[src/rtl/mpeg2_header_parser_macros.svh]
// Assertion macros for the MPEG-2 header parser
`ifndef MPEG2_HEADER_PARSER_MACROS_SVH
`define MPEG2_HEADER_PARSER_MACROS_SVH

// same-cycle implication, checked outside reset
`define MHP_ASSERT_NOW(lbl, ante, cons, msg) \
	lbl: assert property (@(posedge clk) disable iff (!arst_n) (ante) |-> (cons)) \
		else $error(msg);

// next-cycle implication, checked outside reset
`define MHP_ASSERT_NEXT(lbl, ante, cons, msg) \
	lbl: assert property (@(posedge clk) disable iff (!arst_n) (ante) |=> (cons)) \
		else $error(msg);

`endif

[src/rtl/mhp_pkg.sv]
// Types and constants shared by the MPEG-2 header parser modules
package mhp_pkg;

	localparam logic [31:0] CODE_SEQ = 32'h0000_01B3;
	localparam logic [31:0] CODE_EXT = 32'h0000_01B5;
	localparam logic [31:0] CODE_PIC = 32'h0000_0100;
	localparam int unsigned SC_BYTES = 4;

	localparam logic [2:0] ST_SEQ_PIC  = 3'd0;
	localparam logic [2:0] ST_SEQ_ONLY = 3'd1;
	localparam logic [2:0] ST_PIC_ONLY = 3'd2;
	localparam logic [2:0] ST_NONE     = 3'd3;
	localparam logic [2:0] ST_SEQ_ERR  = 3'd4;
	localparam logic [2:0] ST_PIC_ERR  = 3'd5;

	localparam logic [3:0] REC_NONE = 4'd0;

	typedef struct packed {
		logic [7:0] data_byte;
		logic       last_byte;
	} in_item_t;

	typedef struct packed {
		logic [2:0]  status;
		logic        seq_valid;
		logic        pic_valid;
		logic [11:0] frame_width;
		logic [11:0] frame_height;
		logic [2:0]  profile_code;
		logic [1:0]  level_code;
		logic        interlaced;
		logic [1:0]  frame_type;
		logic        is_reference;
		logic [15:0] header_offset;
		logic [7:0]  header_length;
	} out_item_t;

	typedef struct packed {
		logic [31:0] win;
		logic        seq_hit;
		logic [15:0] start;
		logic [3:0]  early_rec;
		logic [3:0]  late_rec;
	} scan_t;

	typedef struct packed {
		logic        ok;
		logic        err;
		logic        searching;
		logic [7:0]  length;
		logic [11:0] width;
		logic [11:0] height;
		logic [2:0]  profile;
		logic [1:0]  level;
		logic        ilace;
	} seq_t;

endpackage

[src/rtl/mhp_scan.sv]
// Byte window, byte position, sequence start and picture start-code tracking
module mhp_scan #(
	parameter int MAX_BUFFER_BYTES = 65536
) (
	input  logic             clk,
	input  logic             arst_n,
	input  logic             step,
	input  mhp_pkg::in_item_t item_s1,
	input  logic             searching,
	output mhp_pkg::scan_t   scan
);
	import mhp_pkg::*;

	localparam int POS_W = $clog2(MAX_BUFFER_BYTES);
	localparam int PX_W  = (POS_W > 16) ? POS_W : 16;
	localparam logic [POS_W-1:0] POS_MAX = POS_W'(MAX_BUFFER_BYTES - 1);

	logic [31:0]      win_q;
	logic [POS_W-1:0] pos_q;
	logic [3:0]       early_q;
	logic [3:0]       late_q;
	logic [15:0]      start_q;

	logic [31:0]      win_n;
	logic [PX_W-1:0]  pos_ext;
	logic             pic_hit;
	logic             seq_hit;
	logic [3:0]       early_n;
	logic [3:0]       late_n;
	logic [15:0]      start_n;
	logic [POS_W-1:0] pos_n;

	function automatic logic [3:0] pic_update(input logic [3:0] r, input logic [7:0] b,
			input logic hit);
		logic [3:0] res;
		res = r;
		case (r)
			4'd0: res = hit ? 4'd1 : REC_NONE;
			4'd1: res = 4'd2;
			4'd2: res = {1'b1, b[5:3]};
			default: res = r;
		endcase
		return res;
	endfunction

	always_comb begin
		win_n   = {win_q[23:0], item_s1.data_byte};
		pos_ext = PX_W'(pos_q);
		pic_hit = !item_s1.last_byte && (win_n == CODE_PIC);
		seq_hit = searching && !item_s1.last_byte && (win_n == CODE_SEQ);
		early_n = searching ? pic_update(early_q, item_s1.data_byte, pic_hit) : early_q;
		late_n  = searching ? late_q : pic_update(late_q, item_s1.data_byte, pic_hit);
		start_n = seq_hit ? (pos_ext[15:0] - 16'(SC_BYTES - 1)) : start_q;
		pos_n   = (pos_q < POS_MAX) ? pos_q + POS_W'(1) : pos_q;
	end

	always_ff @(posedge clk or negedge arst_n) begin
		if (!arst_n) begin
			win_q   <= '1;
			pos_q   <= '0;
			early_q <= REC_NONE;
			late_q  <= REC_NONE;
			start_q <= '0;
		end else if (step) begin
			if (item_s1.last_byte) begin
				win_q   <= '1;
				pos_q   <= '0;
				early_q <= REC_NONE;
				late_q  <= REC_NONE;
				start_q <= '0;
			end else begin
				win_q   <= win_n;
				pos_q   <= pos_n;
				early_q <= early_n;
				late_q  <= late_n;
				start_q <= start_n;
			end
		end
	end

	assign scan = '{win: win_n, seq_hit: seq_hit, start: start_n,
		early_rec: early_n, late_rec: late_n};

endmodule

[src/rtl/mhp_seq.sv]
// Sequence header field parser, one byte per step
module mhp_seq (
	input  logic             clk,
	input  logic             arst_n,
	input  logic             step,
	input  mhp_pkg::in_item_t item_s1,
	input  mhp_pkg::scan_t   scan,
	output logic             searching,
	output mhp_pkg::seq_t    seq
);
	import mhp_pkg::*;

	typedef enum logic [7:0] {
		PH_SEARCH      = 8'b0000_0001,
		PH_FIELDS      = 8'b0000_0010,
		PH_MAT         = 8'b0000_0100,
		PH_EXT_CODE    = 8'b0000_1000,
		PH_EXT_BODY    = 8'b0001_0000,
		PH_OK_PLAIN    = 8'b0010_0000,
		PH_OK_EXT      = 8'b0100_0000,
		PH_MARKER_FAIL = 8'b1000_0000
	} phase_t;

	localparam logic [5:0] FLD_WIDTH   = 6'd1;
	localparam logic [5:0] FLD_HEIGHT  = 6'd2;
	localparam logic [5:0] FLD_FLAGS   = 6'd7;
	localparam logic [5:0] MAT_LAST    = 6'd63;
	localparam logic [5:0] EXT_CODE_END = 6'd3;
	localparam logic [5:0] EXT_ID      = 6'd4;
	localparam logic [5:0] BODY_LEVEL  = 6'd0;
	localparam logic [5:0] BODY_MARKER = 6'd2;
	localparam logic [5:0] BODY_END    = 6'd4;
	localparam logic [7:0] LEN_BASE    = 8'd12;
	localparam logic [7:0] LEN_MAT     = 8'd64;
	localparam logic [7:0] LEN_EXT     = 8'd10;
	localparam logic [3:0] EXT_ID_SEQ  = 4'd1;

	phase_t      phase_q, phase_n;
	logic [5:0]  cnt_q, cnt_n;
	logic        chk_q, chk_n;
	logic [7:0]  len_q, len_n;
	logic [11:0] width_q, width_n;
	logic [11:0] height_q, height_n;
	logic [2:0]  profile_q, profile_n;
	logic [1:0]  level_q, level_n;
	logic        ilace_q, ilace_n;
	logic [7:0]  b;

	function automatic logic [2:0] map_profile(input logic [2:0] p);
		logic [2:0] res;
		unique case (p)
			3'd5: res = 3'd0;
			3'd4: res = 3'd1;
			3'd3: res = 3'd2;
			3'd2: res = 3'd3;
			3'd1: res = 3'd4;
			default: res = 3'd0;
		endcase
		return res;
	endfunction

	function automatic logic [1:0] map_level(input logic [3:0] l);
		logic [1:0] res;
		unique case (l)
			4'd10: res = 2'd0;
			4'd8: res = 2'd1;
			4'd6: res = 2'd2;
			4'd4: res = 2'd3;
			default: res = 2'd0;
		endcase
		return res;
	endfunction

	always_comb begin
		b         = item_s1.data_byte;
		phase_n   = phase_q;
		cnt_n     = cnt_q + 6'd1;
		chk_n     = chk_q;
		len_n     = len_q;
		width_n   = width_q;
		height_n  = height_q;
		profile_n = profile_q;
		level_n   = level_q;
		ilace_n   = ilace_q;
		unique case (phase_q)
			PH_SEARCH: begin
				cnt_n = '0;
				if (scan.seq_hit) begin
					phase_n = PH_FIELDS;
					len_n   = LEN_BASE;
				end
			end
			PH_FIELDS: begin
				if (cnt_q == FLD_WIDTH)
					width_n = {scan.win[15:8], b[7:4]};
				if (cnt_q == FLD_HEIGHT)
					height_n = {scan.win[11:8], b};
				if (cnt_q == FLD_FLAGS) begin
					cnt_n = '0;
					if (b[1]) begin
						phase_n = PH_MAT;
						chk_n   = 1'b1;
						len_n   = len_q + LEN_MAT;
					end else if (b[0]) begin
						phase_n = PH_MAT;
						chk_n   = 1'b0;
						len_n   = len_q + LEN_MAT;
					end else begin
						phase_n = PH_EXT_CODE;
					end
				end
			end
			PH_MAT: begin
				if (cnt_q == MAT_LAST) begin
					cnt_n = '0;
					if (chk_q && b[0]) begin
						chk_n = 1'b0;
						len_n = len_q + LEN_MAT;
					end else begin
						phase_n = PH_EXT_CODE;
					end
				end
			end
			PH_EXT_CODE: begin
				if (cnt_q == EXT_CODE_END && scan.win != CODE_EXT)
					phase_n = PH_OK_PLAIN;
				if (cnt_q == EXT_ID) begin
					if (b[7:4] == EXT_ID_SEQ) begin
						phase_n   = PH_EXT_BODY;
						cnt_n     = '0;
						profile_n = map_profile(b[2:0]);
					end else begin
						phase_n = PH_OK_PLAIN;
					end
				end
			end
			PH_EXT_BODY: begin
				if (cnt_q == BODY_LEVEL) begin
					level_n = map_level(b[7:4]);
					ilace_n = !b[3];
				end
				if (cnt_q == BODY_MARKER && !b[0])
					phase_n = PH_MARKER_FAIL;
				if (cnt_q == BODY_END)
					phase_n = PH_OK_EXT;
			end
			PH_OK_PLAIN, PH_OK_EXT, PH_MARKER_FAIL: begin
				cnt_n = cnt_q;
			end
			default: begin
				phase_n = PH_SEARCH;
			end
		endcase
	end

	always_ff @(posedge clk or negedge arst_n) begin
		if (!arst_n) begin
			phase_q   <= PH_SEARCH;
			cnt_q     <= '0;
			chk_q     <= 1'b0;
			len_q     <= LEN_BASE;
			width_q   <= '0;
			height_q  <= '0;
			profile_q <= '0;
			level_q   <= '0;
			ilace_q   <= 1'b0;
		end else if (step) begin
			width_q   <= width_n;
			height_q  <= height_n;
			profile_q <= profile_n;
			level_q   <= level_n;
			ilace_q   <= ilace_n;
			if (item_s1.last_byte) begin
				phase_q <= PH_SEARCH;
				cnt_q   <= '0;
				chk_q   <= 1'b0;
				len_q   <= LEN_BASE;
			end else begin
				phase_q <= phase_n;
				cnt_q   <= cnt_n;
				chk_q   <= chk_n;
				len_q   <= len_n;
			end
		end
	end

	assign searching = (phase_q == PH_SEARCH);

	always_comb begin
		seq.ok        = (phase_n == PH_EXT_CODE) || (phase_n == PH_OK_PLAIN)
			|| (phase_n == PH_OK_EXT);
		seq.err       = (phase_n == PH_FIELDS) || (phase_n == PH_MAT)
			|| (phase_n == PH_EXT_BODY);
		seq.searching = (phase_n == PH_SEARCH);
		seq.length    = len_n + ((phase_n == PH_OK_EXT) ? LEN_EXT : 8'd0);
		seq.width     = width_n;
		seq.height    = height_n;
		seq.profile   = profile_n;
		seq.level     = level_n;
		seq.ilace     = ilace_n;
	end

endmodule

[src/rtl/mhp_out.sv]
// Buffer-end status decision, carried picture fields and result register
module mhp_out (
	input  logic              clk,
	input  logic              arst_n,
	input  logic              step,
	input  mhp_pkg::in_item_t  item_s1,
	input  mhp_pkg::scan_t    scan,
	input  mhp_pkg::seq_t     seq,
	output logic              result_valid,
	input  logic              result_ready,
	output mhp_pkg::out_item_t result
);
	import mhp_pkg::*;

	localparam logic [2:0] PT_I = 3'd1;
	localparam logic [2:0] PT_B = 3'd3;

	logic        ever_q;
	logic [15:0] offset_q;
	logic [7:0]  length_q;
	logic [1:0]  ftype_q;
	logic        ref_q;
	logic        valid_q;
	out_item_t   res_q;

	logic [3:0]  rec;
	logic [2:0]  ptype;
	logic        pic_ok;
	logic        pic_err;
	logic        ever_n;
	logic [15:0] offset_n;
	logic [7:0]  length_n;
	logic [1:0]  ftype_n;
	logic        ref_n;
	logic [2:0]  status;
	logic        load;

	always_comb begin
		rec      = seq.searching ? scan.early_rec : scan.late_rec;
		ptype    = rec[2:0];
		pic_ok   = !seq.err && rec[3] && (ptype >= PT_I) && (ptype <= PT_B);
		pic_err  = !seq.err && (rec != REC_NONE) && !pic_ok;
		ever_n   = ever_q || seq.ok;
		offset_n = seq.ok ? scan.start : offset_q;
		length_n = seq.ok ? seq.length : length_q;
		ftype_n  = pic_ok ? (ptype[1:0] - 2'd1) : ftype_q;
		ref_n    = pic_ok ? (ptype != PT_B) : ref_q;
		if (seq.err)
			status = ST_SEQ_ERR;
		else if (pic_err)
			status = ST_PIC_ERR;
		else if (seq.ok && pic_ok)
			status = ST_SEQ_PIC;
		else if (seq.ok)
			status = ST_SEQ_ONLY;
		else if (pic_ok)
			status = ST_PIC_ONLY;
		else
			status = ST_NONE;
		load = step && item_s1.last_byte;
	end

	always_ff @(posedge clk or negedge arst_n) begin
		if (!arst_n) begin
			ever_q   <= 1'b0;
			offset_q <= '0;
			length_q <= '0;
			ftype_q  <= '0;
			ref_q    <= 1'b0;
			valid_q  <= 1'b0;
		end else if (load) begin
			ever_q   <= ever_n;
			offset_q <= offset_n;
			length_q <= length_n;
			ftype_q  <= ftype_n;
			ref_q    <= ref_n;
			valid_q  <= 1'b1;
		end else if (result_ready) begin
			valid_q  <= 1'b0;
		end
	end

	always_ff @(posedge clk) begin
		if (load) begin
			res_q <= '{status: status, seq_valid: ever_n, pic_valid: pic_ok,
				frame_width: seq.width, frame_height: seq.height,
				profile_code: seq.profile, level_code: seq.level,
				interlaced: seq.ilace, frame_type: ftype_n, is_reference: ref_n,
				header_offset: offset_n, header_length: length_n};
		end
	end

	assign result_valid = valid_q;
	assign result       = res_q;

endmodule

[src/rtl/mpeg2_header_parser.sv]
// MPEG-2 sequence and picture header parser top level
//
//  channel  | signals                            | payload
//  ---------+------------------------------------+-------------------------------
//  item     | item_valid / item_ready            | data_byte, last_byte
//  result   | result_valid / result_ready        | status and kept header fields
//
// One byte per cycle while the parse stage is not waiting on a pending result: bytes
// pass an input register, then window shift and field-phase logic, and the result
// register loads once the parse stage accepts the last byte. Reset clears all per-buffer and kept state.
// A pending result holds in the output register; bytes keep flowing until the
// next last byte reaches the parse stage, which then waits for the result transfer.
`include "mpeg2_header_parser_macros.svh"

module mpeg2_header_parser #(
	parameter int MAX_BUFFER_BYTES = 65536
) (
	input  logic               clk,
	input  logic               arst_n,
	input  logic               item_valid,
	output logic               item_ready,
	input  mhp_pkg::in_item_t  item,
	output logic               result_valid,
	input  logic               result_ready,
	output mhp_pkg::out_item_t result
);
	import mhp_pkg::*;

	logic     valid_s1;
	in_item_t item_s1;
	logic     step;
	logic     searching;
	scan_t    scan;
	seq_t     seq;

	assign step       = valid_s1 && (!item_s1.last_byte || !result_valid || result_ready);
	assign item_ready = !valid_s1 || step;

	always_ff @(posedge clk or negedge arst_n) begin
		if (!arst_n) begin
			valid_s1 <= 1'b0;
		end else if (item_valid && item_ready) begin
			valid_s1 <= 1'b1;
		end else if (step) begin
			valid_s1 <= 1'b0;
		end
	end

	always_ff @(posedge clk) begin
		if (item_valid && item_ready)
			item_s1 <= item;
	end

	mhp_scan #(
		.MAX_BUFFER_BYTES(MAX_BUFFER_BYTES)
	) u_scan (
		.clk       (clk),
		.arst_n    (arst_n),
		.step      (step),
		.item_s1   (item_s1),
		.searching (searching),
		.scan      (scan)
	);

	mhp_seq u_seq (
		.clk       (clk),
		.arst_n    (arst_n),
		.step      (step),
		.item_s1   (item_s1),
		.scan      (scan),
		.searching (searching),
		.seq       (seq)
	);

	mhp_out u_out (
		.clk          (clk),
		.arst_n       (arst_n),
		.step         (step),
		.item_s1      (item_s1),
		.scan         (scan),
		.seq          (seq),
		.result_valid (result_valid),
		.result_ready (result_ready),
		.result       (result)
	);

	`MHP_ASSERT_NEXT(a_last_gives_result, step && item_s1.last_byte, result_valid,
		"last byte did not produce a result")
	`MHP_ASSERT_NOW(a_no_overwrite, result_valid && !result_ready,
		!(step && item_s1.last_byte), "pending result overwritten")
	`MHP_ASSERT_NOW(a_seq_err_no_pic, result_valid && result.status == ST_SEQ_ERR,
		!result.pic_valid, "picture reported valid with a sequence error")
	`MHP_ASSERT_NOW(a_pic_status, result_valid && result.pic_valid,
		result.status == ST_SEQ_PIC || result.status == ST_PIC_ONLY,
		"picture valid with a status that excludes it")

endmodule
[config.mk]
export PLATFORM = sky130hd
export DESIGN_NAME = mpeg2_header_parser
export DESIGN_NICKNAME = d
export VERILOG_FILES = /design/src/rtl/mhp_pkg.sv /design/src/rtl/mhp_scan.sv /design/src/rtl/mhp_seq.sv /design/src/rtl/mhp_out.sv /design/src/rtl/mpeg2_header_parser.sv
export VERILOG_INCLUDE_DIRS = /design/src /design/src/rtl
export SDC_FILE = /design/constraint.sdc
export NUM_CORES = 1
export LEC_CHECK = 0
export ABC_AREA = 0
export BUFFER_PORTS_ARGS = -buffer_cell sky130_fd_sc_hd__buf_2
export CAP_MARGIN = 20
export CORE_MARGIN = 3
export CORE_UTILIZATION = 40
export DETAILED_ROUTE_END_ITERATION = 10
export GPL_TIMING_DRIVEN = 0
export PLACE_DENSITY_LB_ADDON = 0.15
export SLEW_MARGIN = 5
export SYNTH_ARGS = -nofsm -noshare
export SYNTH_HDL_FRONTEND = slang
export SYNTH_HIERARCHICAL = 1
export SYNTH_SLANG_ARGS = --single-unit
[constraint.sdc]
create_clock -name clk -period 5.7 [get_ports clk]
set_input_delay 0.57 -clock clk [delete_from_list [all_inputs] [get_ports clk]]
set_output_delay 0.57 -clock clk [all_outputs]
set_load 0.01 [all_outputs]
==> impl_metrics.tcl <==
set metrics [dict create \
    outcome "completed" \
    cts.sinks 218 \
    grt_pass1_vias 7504 \
    coreArea_sq_um 26400 \
    hold_viol 0 \
    routed_wl_um 24900 \
    max_stage_delay_ps 510 \
    synth_area_sq_um 10900 \
    start_util_pct 41.3 \
    dieHeight_um 171 \
    final_common_cell "dfrtp_1" \
    crit_chain "buf_6, or4_4, buf_6, nor3_1, nand2_1, inv_1, nand4_1, nor4_2, clkbuf_2, buf_4, nand4_1, and2_1, ha_1, ha_1, a21o_1, and4_1, a32oi_1, o32ai_1, mux2_2" \
    layout_min_cycle_time_ps 5230 \
    layout_common_cells "dfrtp_1, nor2_1, buf_2" \
    synth_flop_cell "dfrtp_1" \
    peakVddDrop_mv 0.240 \
    worst_ep_required_time_ps 5980 \
    setup_viol 0 \
    grt_pass1_wl_um 40700 \
    die_x_um 171 \
    worstSetupPathType "reg -> reg" \
    rows 59 \
    dp.final_hpwl_um 17000 \
    clock_latency_ps 530 \
    syn_area_per_cell_sq_um 11.2 \
    grt_max_degree 95 \
    portBuffers 76 \
    startpoint_type "flop" \
    cts_tree "done" \
    drive_gt1_share_pct 26.7 \
    die_area_sq_um 29300 \
    clockBufferDepth 3 \
    htree_num_levels 1 \
    skew_ps 12.2 \
    pwr_density_cell_nw_per_um2 351 \
    fin_nets 1107 \
    ys_seq_elements 218 \
    power.total_mw 4.41 \
    p_leak_nw 5.51 \
    async_flop_share_pct 67.4 \
    drtAntennaViolNets 0 \
    path_clk_slew_ps 60 \
    post-cts-setup-buffer-count 0 \
    syn-num-nets 1001 \
    ys_types 88 \
    end_kind "flop" \
    finalCritPeriodShare_pct 91.7 \
    slew_headroom_pct 44.7 \
    vias_per_cell 5.38 \
    synth_enable_flop_cells 71 \
    overflow 0 \
    drt_iter0_markers 610 \
    drtPass1Iterations 5 \
    timing.fmax_ghz 0.191 \
    path_buf_inv 5 \
    wire_per_inst_um 17.3 \
    vias 7728 \
    finish.utilization_pct 47.6 \
    drc 0 \
    crit_fanout 10 \
    rsz0062_at_grt "no" \
    finalSetupTns_ps 0 \
    io_pins 77 \
    crit_family "simple AND/OR/NAND/NOR gates" \
    numCtsBuffers 25 \
    place.gp.congestion 0.887 \
    slowest_stage "or4_4" \
    cap_violations 0 \
    antenna_found_initial 0 \
    diodes 0 \
    ys_seq_area_share_pct 53.6 \
    globalRouteTotalUtil_pct 17.1 \
    clockRootBuffer "clkbuf_16" \
    area_growth_pct 15.3 \
    hp-class "in -> reg" \
    maxSlewViolCount 0 \
    arrival_ps 5510 \
    yosys_warnings 6 \
    worstMarginPinSlew_ps 819 \
    postSynthCellCount 977 \
]
==> metal layers <==
| metal | vias up | global-route usage [%] | wire (um) |
|---|---|---|---|
| met2 | 188 | 25.9 | 10700 |
| met3 | 45 | 2.84 | 1140 |
| met5 | - | 0 | 0 |
| met1 | 3725 | 25.7 | 12500 |
| met4 | 0 | 4.34 | 629 |
| li1 | 3770 | - | - |
==> cell families after synthesis <==
logic type	count (synthesis)	share of synthesized area [%]
xor gates and xnor gates	28	2.25
muxes	111	11.4
AOI/OAI and AO/OA	177	10.5
and+or+nand+nor	350	16.8
adders and majority gates	12	1.36
DFF	218	53.6
buffers and inverters	81	4.09
==> synth_stat cells (all sizes together) (8+ instances only) <==
| cell type | count | share of area (%) |
|---|---|---|
| o21ai | 48 | 2.3 |
| nor3 | 12 | 0.64 |
| dfstp | 27 | 6.5 |
| edfxtp | 71 | 20 |
| xnor2 | 13 | 1.0 |
| ha | 11 | 1.3 |
| nand2 | 67 | 2.3 |
| xor2 | 15 | 1.2 |
| nor2 | 113 | 3.9 |
| clkbuf | 21 | 1.1 |
| nor2b | 8 | 0.46 |
| dfrtp | 120 | 28 |
| nand4 | 13 | 0.75 |
| and3 | 8 | 0.47 |
| mux2i | 8 | 0.77 |
| a21oi | 56 | 2.6 |
| nand2b | 11 | 0.63 |
| and2 | 14 | 0.85 |
| mux2 | 103 | 11 |
| nor4 | 22 | 1.6 |
| nand3 | 38 | 1.8 |
| inv | 24 | 0.83 |
| buf | 35 | 2.1 |
==> path summary, 6_finish.rpt <==
check	from	to	slack, ps	cells past startpoint
hold / removal	item[6]	item_s1[6]	220	1
setup reg to reg	u_seq/phase_q[5]	u_out/result[7]	470	19
max in group asynchronous	arst_n	u_out/ever_q	4320	3
hold reg to reg	u_out/ever_q	u_out/ever_q	460	1
min in group asynchronous	arst_n	u_out/result_valid	550	2
setup / recovery	u_seq/phase_q[5]	u_out/result[7]	470	19
==> registers in the layout, summed over array words and instances, names as in the netlist, 9 cells and up <==
signal / cells
u_out/result: 62
u_scan/win_q: 24
item_s1: 9
u_scan/start_q: 16
u_out/offset_q: 16
u_seq/height_q: 12
u_scan/pos_ext: 16
u_seq/width_q: 12
==> worst register-to-register path, delay by kind of cell, from the launching register on <==
family          cells  cell delay, ps
compound gates      3             500
fa+ha+maj           2             430
buf+inv             5            1140
flops               1             410
mux                 1             310
simple gates        8            2200
==> final cells by class <==
| class | count | area [sq um] |
|---|---|---|
| Buffer | 56 | 354 |
| Clock buffer | 32 | 662 |
| Clock inverter | 14 | 118 |
| Fill cell | 2482 | 13900 |
| Inverter | 25 | 93.8 |
| Multi-Input combinational cell | 678 | 4630 |
| Sequential cell | 218 | 5840 |
| Tap cell | 335 | 419 |
| Timing Repair Buffer | 79 | 455 |
==> where the power goes <==
part	switching (mW)	internal, mW
Sequential	0.0891	1.75
Combinational	0.626	0.421
Clock	0.647	0.872
Total	1.36	3.05
==> metrics by stage <==
stage / instances / hold slack [ps] / setup WS (ps) / instance area (sq um)
2_1_floorplan: 977 / 274 / 1170 / 10900
3_3_place_gp: 1388 / 442 / 0.324 / 11700
3_5_place_dp: 1390 / 445 / 27.6 / 11800
4_1_cts: 1437 / 196 / 4.38 / 12600
5_1_grt: 1437 / 207 / 62.7 / 12600
6_report: 1437 / 223 / 475 / 12600
==> timing repair <==
action / 4_1_cts / 5_1_grt
endpoints found under the hold margin: 32 / 0
hold buffers: 1 / 0
setup endpoints to repair: 0 / 28
gates resized for setup: 0 / 3
Note: power is estimated with default switching activity, not from simulation.
